--- config.mk ---
export PLATFORM = sky130hd
export DESIGN_NAME = status_led_sequencer_unit
export DESIGN_NICKNAME = d
export VERILOG_FILES = /design/src/rtl/sls_pkg.sv /design/src/rtl/sls_led_refresh.sv /design/src/rtl/status_led_sequencer_unit.sv
export SDC_FILE = /design/constraint.sdc
export NUM_CORES = 1
export LEC_CHECK = 0
export ABC_AREA = 1
export BUFFER_PORTS_ARGS = -buffer_cell sky130_fd_sc_hd__buf_2
export CAP_MARGIN = 10
export CORE_MARGIN = 2
export CORE_UTILIZATION = 40
export CTS_CLUSTER_DIAMETER = 50
export DETAILED_ROUTE_END_ITERATION = 12
export PLACE_DENSITY = 0.64
export SLEW_MARGIN = 15
export SYNTH_ARGS = -nofsm -noshare
export SYNTH_HDL_FRONTEND = slang
export SYNTH_SLANG_ARGS = --single-unit
--- constraint.sdc ---
create_clock -name clk -period 4.3 [get_ports clk]
set_clock_uncertainty 0.2 [all_clocks]
set_input_delay 1.29 -clock clk [delete_from_list [all_inputs] [get_ports clk]]
set_output_delay 1.29 -clock clk [all_outputs]
set_load 0.01 [all_outputs]
--- src/rtl/sls_pkg.sv ---
// ---------------------------------------------------------------------------
// sls_pkg: shared types and constants of the status LED sequencer
// Mode and command codes, LED bit positions, item and configuration types.
// ---------------------------------------------------------------------------
package sls_pkg;

  // widths fixed by the stream fields
  localparam int TIMER_W     = 32;
  localparam int PAUSE_CNT_W = 8;
  localparam int IN_TDATA_W  = 120;
  localparam int OUT_TDATA_W = 8;

  // machine states / modes
  localparam logic [1:0] M_IDLE  = 2'd0;
  localparam logic [1:0] M_INIT  = 2'd1;
  localparam logic [1:0] M_READY = 2'd2;
  localparam logic [1:0] M_HOLD  = 2'd3;

  // commands
  localparam logic [2:0] CMD_NONE   = 3'd0;
  localparam logic [2:0] CMD_INIT   = 3'd1;
  localparam logic [2:0] CMD_READY  = 3'd2;
  localparam logic [2:0] CMD_PAUSE  = 3'd3;
  localparam logic [2:0] CMD_RESUME = 3'd4;

  // logging status
  localparam logic [1:0] LOG_RUNNING   = 2'd1;
  localparam logic [1:0] LOG_FINISHING = 2'd2;

  // LED bit positions in led_levels
  localparam int LED_RED = 0;
  localparam int LED_AMB = 1;
  localparam int LED_GRN = 2;
  localparam int LED_BLU = 3;

  // configuration register indexes
  localparam logic [1:0] REG_BLINK_PERIOD = 2'd0;
  localparam logic [1:0] REG_RAM_BUF      = 2'd1;
  localparam logic [1:0] REG_TARGET_BUF   = 2'd2;
  localparam logic [1:0] REG_AVG_LIMIT    = 2'd3;

  // one input beat, unpacked
  typedef struct packed {
    logic [2:0]         command;
    logic [TIMER_W-1:0] timer_now;
    logic [1:0]         logging_state;
    logic               target_is_ram;
    logic               target_idle;
    logic               network_ready;
    logic               button_pressed;
    logic [15:0]        adc_backlog_max;
    logic [15:0]        target_backlog_max;
    logic [15:0]        delay_average;
    logic [23:0]        delay_total;
  } item_t;

  // thresholds used by the LED refresh
  typedef struct packed {
    logic [15:0] ram_buffer_size;
    logic [15:0] target_buffer_size;
    logic [15:0] average_limit;
  } thresh_t;

endpackage

--- src/rtl/sls_led_refresh.sv ---
// ---------------------------------------------------------------------------
// sls_led_refresh: LED refresh rules for ready mode
// Computes the next four LED levels from logging status and backlog stats.
// ---------------------------------------------------------------------------
module sls_led_refresh import sls_pkg::*; (
  input  item_t      item,
  input  thresh_t    thresh,
  input  logic [3:0] led_levels,
  output logic [3:0] led_levels_next
);

  logic [17:0] t_x3;
  logic [15:0] t_3q;
  logic [15:0] t_8th;
  logic        red_steady;
  logic        red_blink;
  logic        logging;

  assign t_x3    = {2'b00, thresh.target_buffer_size} + {1'b0, thresh.target_buffer_size, 1'b0};
  assign t_3q    = t_x3[17:2];
  assign t_8th   = {3'b000, thresh.target_buffer_size[15:3]};
  assign logging = (item.logging_state == LOG_RUNNING) ||
                   (item.logging_state == LOG_FINISHING);

  assign red_steady = (item.adc_backlog_max >= thresh.ram_buffer_size) ||
                      (item.target_backlog_max >= thresh.target_buffer_size);
  assign red_blink  = (item.delay_total > {8'h00, t_3q}) ||
                      ((item.delay_average > thresh.average_limit) &&
                       (item.delay_total > {8'h00, t_8th}));

  always_comb begin
    led_levels_next = led_levels;
    // green: steady while running, else toggles
    if (item.logging_state == LOG_RUNNING) begin
      led_levels_next[LED_GRN] = 1'b1;
    end else begin
      led_levels_next[LED_GRN] = ~led_levels[LED_GRN];
    end
    // blue follows network readiness
    led_levels_next[LED_BLU] = item.network_ready;
    // orange: target logging activity
    if (logging && !item.target_is_ram) begin
      led_levels_next[LED_AMB] = item.target_idle ? ~led_levels[LED_AMB] : 1'b1;
    end else begin
      led_levels_next[LED_AMB] = 1'b0;
    end
    // red: overrun steady, near-overrun blinks
    priority if (red_steady) begin
      led_levels_next[LED_RED] = 1'b1;
    end else if (red_blink) begin
      led_levels_next[LED_RED] = ~led_levels[LED_RED];
    end else begin
      led_levels_next[LED_RED] = 1'b0;
    end
  end

endmodule

--- src/rtl/status_led_sequencer_unit.sv ---
// ---------------------------------------------------------------------------
// status_led_sequencer_unit: four-LED status sequencer
// Mode sequencing, pause/resume holding and periodic LED refresh.
// ---------------------------------------------------------------------------
// Usage:
//   Each beat on the s_axis side carries one command with the current timer
//   value and logging statistics. Each accepted beat yields exactly one beat
//   on the m_axis side with the LED levels, stop request, machine state and
//   resume fault flag.
//   Path: a beat is taken into an input register, evaluated against the
//   sequencer state by one combinational pass, and lands in the output
//   register.
//   Throughput: one beat per cycle while m_axis_tready does not stall, set
//   by the state update between input and output registers.
//   The input side keeps accepting while a result waits, as long as the
//   input register is empty or moves on; a stalled m_axis_tready holds one
//   result and one pending beat, then drops s_axis_tready.
//   Reset (rst, synchronous) restores the register defaults, state idle,
//   pending mode init, LEDs off, pause count and blink time zero.
//   Configuration writes (cfg_we) take effect at once; write them only idle.
// ---------------------------------------------------------------------------
module status_led_sequencer_unit import sls_pkg::*; (
  input  logic                   clk,
  input  logic                   rst,
  // s_axis_tdata, from bit 0: command[3], timer_now[32], logging_state[2],
  // target_is_ram, target_idle, network_ready, button_pressed,
  // adc_backlog_max[16], target_backlog_max[16], delay_average[16],
  // delay_total[24], zero fill[7]
  input  logic                   s_axis_tvalid,
  output logic                   s_axis_tready,
  input  logic [IN_TDATA_W-1:0]  s_axis_tdata,
  // m_axis_tdata, from bit 0: red, orange, green and blue LED levels,
  // stop_request, machine_state[2], fault
  output logic                   m_axis_tvalid,
  input  logic                   m_axis_tready,
  output logic [OUT_TDATA_W-1:0] m_axis_tdata,
  // configuration write port
  input  logic                   cfg_we,
  input  logic [1:0]             cfg_index,
  input  logic [31:0]            cfg_data
);

  // configuration registers
  logic [TIMER_W-1:0] blink_period;
  thresh_t            thresh;

  // sequencer state
  logic [1:0]             machine_state;
  logic [1:0]             current_mode;
  logic [2:0]             pending_mode;
  logic [PAUSE_CNT_W-1:0] pause_count;
  logic [TIMER_W-1:0]     last_blink;
  logic [3:0]             led_levels;

  logic [1:0]             machine_state_next;
  logic [1:0]             current_mode_next;
  logic [2:0]             pending_mode_next;
  logic [PAUSE_CNT_W-1:0] pause_count_next;
  logic [TIMER_W-1:0]     last_blink_next;
  logic [3:0]             led_levels_next;
  logic                   stop_next;
  logic                   fault_next;

  // input register
  item_t item;
  logic  in_full;
  logic  advance;

  logic [2:0]         cmd;
  logic [TIMER_W-1:0] elapsed;
  logic [3:0]         refreshed;

  assign advance       = in_full && (!m_axis_tvalid || m_axis_tready);
  assign s_axis_tready = !in_full || advance;

  // configuration writes
  always_ff @(posedge clk) begin
    if (rst) begin
      blink_period              <= TIMER_W'(25000000);
      thresh.ram_buffer_size    <= 16'd4096;
      thresh.target_buffer_size <= 16'd4096;
      thresh.average_limit      <= 16'd100;
    end else if (cfg_we) begin
      unique case (cfg_index)
        REG_BLINK_PERIOD: blink_period              <= cfg_data;
        REG_RAM_BUF:      thresh.ram_buffer_size    <= cfg_data[15:0];
        REG_TARGET_BUF:   thresh.target_buffer_size <= cfg_data[15:0];
        REG_AVG_LIMIT:    thresh.average_limit      <= cfg_data[15:0];
        default: ;
      endcase
    end
  end

  // input beat capture
  always_ff @(posedge clk) begin
    if (rst) begin
      in_full <= 1'b0;
    end else if (s_axis_tready) begin
      in_full <= s_axis_tvalid;
    end
  end

  always_ff @(posedge clk) begin
    if (s_axis_tvalid && s_axis_tready) begin
      item.command            <= s_axis_tdata[2:0];
      item.timer_now          <= s_axis_tdata[34:3];
      item.logging_state      <= s_axis_tdata[36:35];
      item.target_is_ram      <= s_axis_tdata[37];
      item.target_idle        <= s_axis_tdata[38];
      item.network_ready      <= s_axis_tdata[39];
      item.button_pressed     <= s_axis_tdata[40];
      item.adc_backlog_max    <= s_axis_tdata[56:41];
      item.target_backlog_max <= s_axis_tdata[72:57];
      item.delay_average      <= s_axis_tdata[88:73];
      item.delay_total        <= s_axis_tdata[112:89];
    end
  end

  // LED rules for the periodic refresh
  sls_led_refresh u_refresh (
    .item            (item),
    .thresh          (thresh),
    .led_levels      (led_levels),
    .led_levels_next (refreshed)
  );

  assign elapsed = item.timer_now - last_blink;

  // sequencer step for the registered beat
  always_comb begin
    machine_state_next = machine_state;
    current_mode_next  = current_mode;
    pending_mode_next  = pending_mode;
    pause_count_next   = pause_count;
    last_blink_next    = last_blink;
    led_levels_next    = led_levels;
    stop_next          = 1'b0;
    fault_next         = 1'b0;

    cmd = (item.command > CMD_RESUME) ? CMD_NONE : item.command;

    // pause blanks the LEDs and holds
    if (cmd == CMD_PAUSE) begin
      led_levels_next    = 4'b0000;
      machine_state_next = M_HOLD;
      cmd                = CMD_NONE;
      if (pause_count != {PAUSE_CNT_W{1'b1}}) begin
        pause_count_next = pause_count + PAUSE_CNT_W'(1);
      end
    end
    // resume outside hold is a fault
    if (cmd == CMD_RESUME && machine_state_next != M_HOLD) begin
      fault_next = 1'b1;
      cmd        = CMD_NONE;
    end
    if (cmd != CMD_NONE) begin
      pending_mode_next = cmd;
    end

    // idle picks up a new mode
    if (machine_state_next == M_IDLE && {1'b0, current_mode} != pending_mode_next) begin
      machine_state_next = pending_mode_next[1:0];
      current_mode_next  = pending_mode_next[1:0];
    end

    unique case (machine_state_next)
      M_IDLE: begin
        if (current_mode_next == M_READY) begin
          if (elapsed > blink_period) begin
            last_blink_next = item.timer_now;
            led_levels_next = refreshed;
          end
          stop_next = (item.logging_state == LOG_RUNNING) && item.button_pressed;
        end
      end
      M_INIT: begin
        led_levels_next          = 4'b0000;
        led_levels_next[LED_AMB] = 1'b1;
        machine_state_next       = M_IDLE;
      end
      M_READY: begin
        led_levels_next          = 4'b0000;
        led_levels_next[LED_GRN] = 1'b1;
        last_blink_next          = item.timer_now;
        machine_state_next       = M_IDLE;
      end
      M_HOLD: begin
        if (pending_mode_next == CMD_RESUME) begin
          // count pauses down, restore the mode at zero
          if (pause_count_next != '0) begin
            pause_count_next = pause_count_next - PAUSE_CNT_W'(1);
          end
          if (pause_count_next == '0) begin
            pending_mode_next  = {1'b0, current_mode_next};
            machine_state_next = current_mode_next;
          end
        end else if (cmd != CMD_NONE && {1'b0, current_mode_next} != cmd) begin
          current_mode_next = cmd[1:0];
        end
      end
      default: ;
    endcase
  end

  // state update
  always_ff @(posedge clk) begin
    if (rst) begin
      machine_state <= M_IDLE;
      current_mode  <= M_IDLE;
      pending_mode  <= CMD_INIT;
      pause_count   <= '0;
      last_blink    <= '0;
      led_levels    <= 4'b0000;
    end else if (advance) begin
      machine_state <= machine_state_next;
      current_mode  <= current_mode_next;
      pending_mode  <= pending_mode_next;
      pause_count   <= pause_count_next;
      last_blink    <= last_blink_next;
      led_levels    <= led_levels_next;
    end
  end

  // result register
  always_ff @(posedge clk) begin
    if (rst) begin
      m_axis_tvalid <= 1'b0;
    end else if (advance) begin
      m_axis_tvalid <= 1'b1;
    end else if (m_axis_tready) begin
      m_axis_tvalid <= 1'b0;
    end
  end

  always_ff @(posedge clk) begin
    if (advance) begin
      m_axis_tdata <= {fault_next, machine_state_next, stop_next, led_levels_next};
    end
  end

endmodule

---- Yosys cells after proc, flatten, opt, wreduce, memory -nomap -nowiden ----
Cells that the tools add are included.
Widths: inputs -> output; s select.
word-level totals
  register bits after elaboration ......... 254
  latch bits .............................. 0
  bits in writable memories ............... 0
  bits in read-only memories .............. 0
  input port bits ......................... 159
  output and inout bits ................... 10
  logic and storage cells ................. 126
  memories ................................ 0
cells by class
  add/subtract/negate cells ............... 4
  $mul .................................... 0
  divide/modulo/power cells ............... 0
  $lt $le $gt $ge ......................... 7
  equal/unequal tests ..................... 18
  shifts and indexed selects .............. 0
  mux-type cells .......................... 38
  bitwise operators ....................... 3
  reduce and logical (&&, ||, !) cells .... 31
operators by type and width
  kind                 number
  $mux 32              2
  $pmux 32 s2          1
  $mux 8               7
  $ge 16x16->1         2
  $gt 32x32->1         1
  $sub 32x32->32       1
  $gt 24x13->1         1
  $gt 24x16->1         1
  $mux 3               7
  $add 16x17->18       1
  $gt 16x16->1         1
  $mux 2               8
  $eq 2x2->1 const B   6
  $mux 4               3
  $pmux 4 s3           1
  $reduce_and 2->1     5
  $add 8x1->8 const B  1
  $logic_and 1x1->1    8
  $logic_not 8->1      1
  $mux 1               8
  $ne 8x8->1 const B   1
  $reduce_bool 8->1    1
  $sub 8x1->8 const B  1
  $eq 2x1->1 const B   3
  other kinds (14)     29

---- Depth between registers and ports, before layout ----
Gate-level depths: netlist (run 1).
  depth in word-level cells ............... 18
  gate-level depth with buffers ........... 30

---- Cells and area by module ----
Synthesis (run 1) repeated with hierarchy kept, for this count alone.
unflattened totals
  cell total of the unflattened synthesis .. 1712
  area total of the unflattened synthesis .. 14472.6 sq um
by module, submodules not included
  module                     times used  cells each  area an instance (sq um)
  status_led_sequencer_unit  1           1269        11666.2
  sls_led_refresh            1           443         2806.4

---- Least setup slack after synthesis (run 1) ----
OpenSTA, ideal clock, no wires.
  path kind ............................... input port to flip-flop
  start point ............................. in m_axis_tready
  end point ............................... reg, netlist name item[0]
  library setup time ...................... 466 ps
  arrival time ............................ 3754 ps
  path slack .............................. -120 ps
  cell stages on the path ................. 4
  path buffers ............................ 0
  path through ............................ inv_1 nand3_1 nand2_1 inv_1
between the ends
  longest elaborated chain between the ends .. 4
ends and longest elaborated chain
  element            line                              RTL
  from (decl)        status_led_sequencer_unit.sv:35   input logic m_axis_tready,
  $logic_or 1x1->1   status_led_sequencer_unit.sv:73   assign advance = in_full && (!m_axis_tvalid || m_axis_tready);
  $logic_and 1x1->1  status_led_sequencer_unit.sv:73
  $logic_or 1x1->1   status_led_sequencer_unit.sv:74   assign s_axis_tready = !in_full || advance;
  via s_axis_tready  status_led_sequencer_unit.sv:30   output logic s_axis_tready,
  $logic_and 1x1->1  status_led_sequencer_unit.sv:104  if (s_axis_tvalid && s_axis_tready) begin
The timed path passes the listed nets, and every way through them passes these cells.
A chain may end at the register's enable or synchronous reset.

---- Final worst setup path (run 1) ----
  start point ............................. reg, netlist name item[78]
  end point ............................... reg last_blink[9]
between the ends
  longest elaborated chain between the ends .. 4
ends and longest elaborated chain
  element                            line                              RTL
  $sub 32x32->32                     status_led_sequencer_unit.sv:127  assign elapsed = item.timer_now - last_blink;
  $gt 32x32->1                       status_led_sequencer_unit.sv:169  if (elapsed > blink_period) begin
  $ne 2x2->1 (no source line)        --
  $reduce_and 4->1 (no source line)  --
  to (signal assigned)               status_led_sequencer_unit.sv:219  last_blink <= last_blink_next;
  to (decl)                          status_led_sequencer_unit.sv:52   logic [TIMER_W-1:0] last_blink;
Every way passes these cells.

==> results.toml, run 1 <==
[run_status]
status = "finished clean"

[synthesis]
synthAdderAreaFrac_pct = 14.2
ys_types = 46
synthMuxAreaShare_pct = 0
synth-edff-count = 121
syn_avg_cell_area_um2 = 8.81
synth_top_family_by_area = "compound AO/OA/AOI/OAI gates"
synth_nets = 1940
syn_inst = 1620
yosys_warnings = 0
synth-xor-area-share_pct = 3.44
synth-async-reset-ratio_pct = 0
ys_seq_area_share_pct = 44.1
ys_ff_latch = 254
synth_compound_area_share_pct = 16.3
ys.flop_type = "dfxtp_1"
syn_area_um2 = 14300
synth-simple-area-share_pct = 14.1

[drt]
detail_route.vias_per_cell = 4.95
drc = 0
ant_nets = 0
dr.first_iter.drc_count = 491
wire_per_inst_um = 14.9
drt_wl_total_mm = 34.9
drtPass1Iterations = 6
vias = 11557

[cts]
clkTransAtPathRegs_ns = 0.05
cts_tree = "built"
cts_max_level = 2
clock-root-buffer = "clkbuf_16"
insertion_delay_ns = 0.54
clkSinkCount = 254
cts_buffer_depth = 3
numCtsBuffers = 35

[setup_path]
slowest_delay_ns = 0.37
cp-startpoint = "item[78]"
arrival_ns = 4.43
required_ns = 4.52
critical_path.slowest_cell = "edfxtp_1"
critPathCapture = "last_blink[9]"
worstSetupPathDepth = 31
rr_worst_depth = 31
cp_max_fo = 7
crit_buf_inv = 9
critPathKind = "register to register"
r2r-end = "last_blink[9]"
endpoint_kind = "register"
timing.rr.start = "item[78]"
r2r_slack_ns = 0.09
setup.worst_path.start_class = "register"
path_delay_family = "compound AO/OA/AOI/OAI gates"
cp_common_cell = "buf_4"

[place]
gp_congestion = 0.851
portBuffers = 161
post-place-ws_ns = -0.338
post-dp-hpwl_mm = 25.5

[power]
pwr-share-comb_pct = 21.5
switchingPower_mw = 2.03
p_leak_nw = 7.69
power_density_nw_per_um2 = 408
p_total_mw = 7.16
seqPwrFrac_pct = 38.6
vdd_drop_max_mv = 0.336
clkPwrFrac_pct = 39.9
internal_power_mw = 5.13
p_sw_share_pct = 28.4

[final_layout]
utilization_pct = 49.7
layout-drive-gt1-share_pct = 21.6
syn_to_final_growth_pct = 23.1
nNetsFinal = 2165

[worst_hold_path]
hp-class = "register to register"

[sta]
fin_hold_ws_ns = 0.256
slew_headroom_pct = 32.0
tightest_slew_ns = 1.02
slew_violations = 0
post-route-period-util_pct = 98.0
setup_tns_ns = 0
setup_ws_ns = 0.0878
setup_viol_count_final = 0
rsz0062_at_grt = "yes"
hold_viol = 0
max_freq_mhz = 237
period_minus_slack_ns = 4.21

[global_routing]
grt_overflow = 0
grt_pass1_vias = 11171
grtUsageTotal_pct = 18.7
grt_max_degree = 68
antenna_found_initial = 1
grt_pass1_wl_mm = 54.5

[floorplan]
die_area_um2 = 37200
core_um2 = 35400
ioPinCount = 169
die_w_um = 193
initial_utilization_pct = 40.3
num_rows = 69
chipHeight_um = 193

[run]
cap_viol_max_count = 0
-- layout make-up --
cell class              count  area, µm²
repair buffers            227       1450
inverters                 244        922
clock inverters            17        209
flip-flops and latches    254       6300
well taps                 461        577
fillers                  3336      17800
diodes                      3       7.51
multi-input cells        1083       7180
clock buffers              45        933
-- Yosys cell counts (2+ instances only) --
master	number	area share [%]
a21boi_0	6	0.32
dfxtp_1	133	19
nor2_1	86	2.3
nor3_1	17	0.60
nor2_2	2	0.088
nor4_1	6	0.26
nand3_2	12	0.84
inv_2	6	0.16
fa_1	2	0.28
nand2_2	15	0.66
nand3_4	2	0.25
a21oi_1	224	7.9
a21o_1	4	0.21
nor2_4	7	0.55
xor2_1	36	2.2
o21ai_1	41	1.4
nand2_1	213	5.6
o21bai_1	7	0.37
xnor2_1	15	0.92
o211ai_1	24	1.3
buf_2	2	0.070
nand4_1	14	0.61
edfxtp_1	121	25
o21ai_2	3	0.18
a221oi_1	3	0.18
o21a_1	2	0.11
ha_1	159	14
o21ai_0	111	3.9
nand3b_1	2	0.11
clkbuf_1	31	0.82
inv_1	238	6.3
buf_6	6	0.47
a211oi_1	3	0.16
nand2_4	2	0.16
nand3_1	51	1.8
a31oi_1	4	0.18
-- metal layers --
metal | track usage [%] | up-vias | wire length, µm
met2 | 31.9 | 220 | 16700
met4 | 7.43 | 0 | 1090
met5 | 0 | - | 0
met1 | 23.2 | 5269 | 15500
li1 | - | 6004 | -
met3 | 3.49 | 64 | 1550
-- worst min path at each step --
stage               depth (start not counted)              from                to
floorplan                                   2  blink_period[10]  blink_period[10]
global placement                            2        thresh[10]        thresh[10]
detailed placement                          2        thresh[10]        thresh[10]
CTS                                         2    last_blink[20]    last_blink[20]
global route                                2    last_blink[27]    last_blink[27]
finish                                      2    last_blink[20]    last_blink[20]
-- tightest hold or removal path: cells and delay by family (launching register included) --
kind            cells  cell delay (ns)
compound gates      1             0.06
flops               1             0.29
buf+inv             1             0.06
-- placed cells by master (no fill, tap or decap), types with 49 or more instances in the layout --
master and count:
edfxtp_1 121, a21oi_1 217, nor2_1 86, ha_1 154, nand2_1 201, dfxtp_1 132, buf_2 161, inv_1 234
nand3_1 49, buf_4 56, o21ai_0 102
-- power groups by stage --
| stage | Clock, mW | Combinational, mW | Sequential (mW) |
|---|---|---|---|
| final | 2.86 | 1.54 | 2.77 |
| after CTS | 2.94 | 1.49 | 2.77 |
| after detailed placement | 0 | 1.41 | 2.81 |
| after floorplan | 0 | 0.982 | 2.80 |
| after global routing | 3.05 | 1.75 | 2.78 |
| after global placement | 0 | 1.37 | 2.81 |
-- registers in the layout, indices dropped and copies added (netlist names) --
| name | count |
|---|---|
| blink_period | 32 |
| current_mode | 2 |
| machine_state | 2 |
| last_blink | 32 |
| thresh | 48 |
| m_axis_tvalid | 1 |
| pause_count | 8 |
| item | 113 |
| pending_mode | 3 |
| led_levels | 4 |
| m_axis_tdata | 8 |
| in_full | 1 |
-- cell families (layout without fill, tap and decap cells) --
kind of cell / after synthesis / in the layout
AOI/OAI and AO/OA: 435 / 435
and+or+nand+nor: 434 / 434
buffers and inverters: 283 / 533
DFF: 254 / 254
adders and majority gates: 161 / 161
xor gates and xnor gates: 53 / 53
other: 0 / 3
-- timing repair --
| action | CTS | global route |
|---|---|---|
| resized for setup | 48 | 40 |
| buffers inserted | 12 | 2 |
| pin swaps | 7 | 20 |
| setup endpoints to repair | 40 | 40 |
| hold buffers | 0 | 0 |
| gates cloned | 2 | 1 |
-- per-stage QoR --
stage	instances	area, µm²
floorplan	1620	14300
global placement	2252	15900
detailed placement	2252	15900
CTS	2328	17400
global route	2332	17600
finish	2334	17600
Note: power is estimated with default switching activity, not from simulation.
==> run 2, diff against run 1 <==
PLACE_DENSITY = not set   (was 0.64)
==> results.toml, run 2 (synthesis results as in run 1) <==
[final_layout]
final_common_cell = "inv_1"
largest_register = "item"
largest_reg_flops = 113
utilization_pct = 50.0
top_regs = "item (113), thresh (48)"
syn_to_final_growth_pct = 23.9
layout-drive-gt1-share_pct = 22.3
final_cell_mix = "inv_1, a21oi_1, nand2_1, buf_2, ha_1"
nNetsFinal = 2164

[global_routing]
grt_max_degree = 58
grt_pass1_wl_mm = 55.2
antenna_found_initial = 3
grt_pass1_vias = 11231
grt_overflow = 0
grtUsageTotal_pct = 18.9

[setup_path]
crit_buf_inv = 7
path_delay_family = "simple AND/OR/NAND/NOR gates"
arrival_ns = 4.47
r2r_slack_ns = 0.05
setup.worst_path.start_class = "register"
cp_common_cell = "nand2_2"
critPathKind = "register to register"
required_ns = 4.52
cp_max_fo = 8
critical_path.slowest_cell = "edfxtp_1"
slowest_delay_ns = 0.41
endpoint_kind = "register"

[sta]
max_freq_mhz = 235
slew_violations = 0
hold_viol = 0
fin_hold_ws_ns = 0.257
rsz0062_at_grt = "yes"
setup_viol_count_final = 0
slew_headroom_pct = 32.1
post-route-period-util_pct = 98.9
tightest_slew_ns = 1.02
period_minus_slack_ns = 4.25
setup_tns_ns = 0

[power]
p_sw_share_pct = 29.0
p_leak_nw = 7.74
pwr-share-comb_pct = 21.9
p_total_mw = 7.14
clkPwrFrac_pct = 39.3
switchingPower_mw = 2.07
power_density_nw_per_um2 = 404
seqPwrFrac_pct = 38.8
internal_power_mw = 5.07
vdd_drop_max_mv = 0.315

[drt]
wire_per_inst_um = 15.3
detail_route.vias_per_cell = 4.99
drtPass1Iterations = 5
ant_nets = 0
dr.first_iter.drc_count = 537
drt_wl_total_mm = 35.6
drc = 0
vias = 11645

[cts]
cts_buffer_depth = 3
numCtsBuffers = 34
clkTransAtPathRegs_ns = 0.05
clock-root-buffer = "clkbuf_16"
cts_max_level = 2
insertion_delay_ns = 0.54
cts_tree = "built"
clkSinkCount = 254
postCtsHoldBufs = 0

[run_status]
status = "finished clean"

[worst_hold_path]
hp-class = "register to register"

[place]
gp_congestion = 0.905
post-dp-hpwl_mm = 25.5
portBuffers = 161

[run]
cap_viol_max_count = 0

[floorplan]
num_rows = 69
die_area_um2 = 37200
die_w_um = 193
core_um2 = 35400
ioPinCount = 169
chipHeight_um = 193
initial_utilization_pct = 40.3
==> run 2: worst paths after layout <==
path,start,endpoint,depth (start not counted)
worst max register to register,item[78],last_blink[25],31
worst max-delay path,item[78],last_blink[25],31
worst min register to register,blink_period[7],blink_period[7],2
worst min-delay path,blink_period[7],blink_period[7],2
==> run 2: power groups by stage <==
stage | logic (mW) | clock network [mW] | registers, mW
2_1_floorplan | 0.982 | 0 | 2.80
3_5_place_dp | 1.41 | 0 | 2.81
5_1_grt | 1.78 | 2.97 | 2.78
4_1_cts | 1.49 | 2.89 | 2.77
3_3_place_gp | 1.37 | 0 | 2.81
6_report | 1.57 | 2.81 | 2.77
==> run 2: worst reg2reg max path: cells and delay by family, from the launching register on <==
family / cells / cell delay, ns
and+or+nand+nor: 12 / 0.97
buffers and inverters: 7 / 0.81
adders and majority gates: 3 / 0.76
xor gates and xnor gates: 1 / 0.17
DFF: 1 / 0.41
AOI/OAI and AO/OA: 8 / 0.83
==> run 2: layout make-up <==
class / instances / area, µm²
Multi-Input combinational cell: 1083 / 7260
Clock buffer: 44 / 962
Antenna cell: 2 / 5.00
Timing Repair Buffer: 227 / 1510
Sequential cell: 254 / 6300
Inverter: 244 / 920
Tap cell: 461 / 577
Fill cell: 3357 / 17700
Clock inverter: 17 / 164
==> run 2: metal layers <==
metal / share of wire, % / up-vias / global-route usage, % / wire length, µm
li1: - / 5989 / - / -
met3: 4.1 / 76 / 2.84 / 1470
met4: 3.5 / 2 / 8.25 / 1250
met2: 47 / 215 / 32.5 / 16800
met1: 45 / 5363 / 23.6 / 16100
met5: 0.037 / - / 0 / 13
==> run 2: timing repair <==
item / in CTS / in global routing
buffers inserted: 5 / 4
pin swaps: 8 / 16
setup endpoints to repair: 40 / 40
gates resized for setup: 45 / 60
cloned: 4 / 2
==> run 2: stage by stage <==
step	cells	setup slack, ns	instance area (µm²)
6_report	2332	0.0485	17700
5_1_grt	2332	-0.222	17700
4_1_cts	2324	-0.0780	17300
3_5_place_dp	2254	-0.355	15900
3_3_place_gp	2254	-0.322	15900
2_1_floorplan	1620	0.165	14300
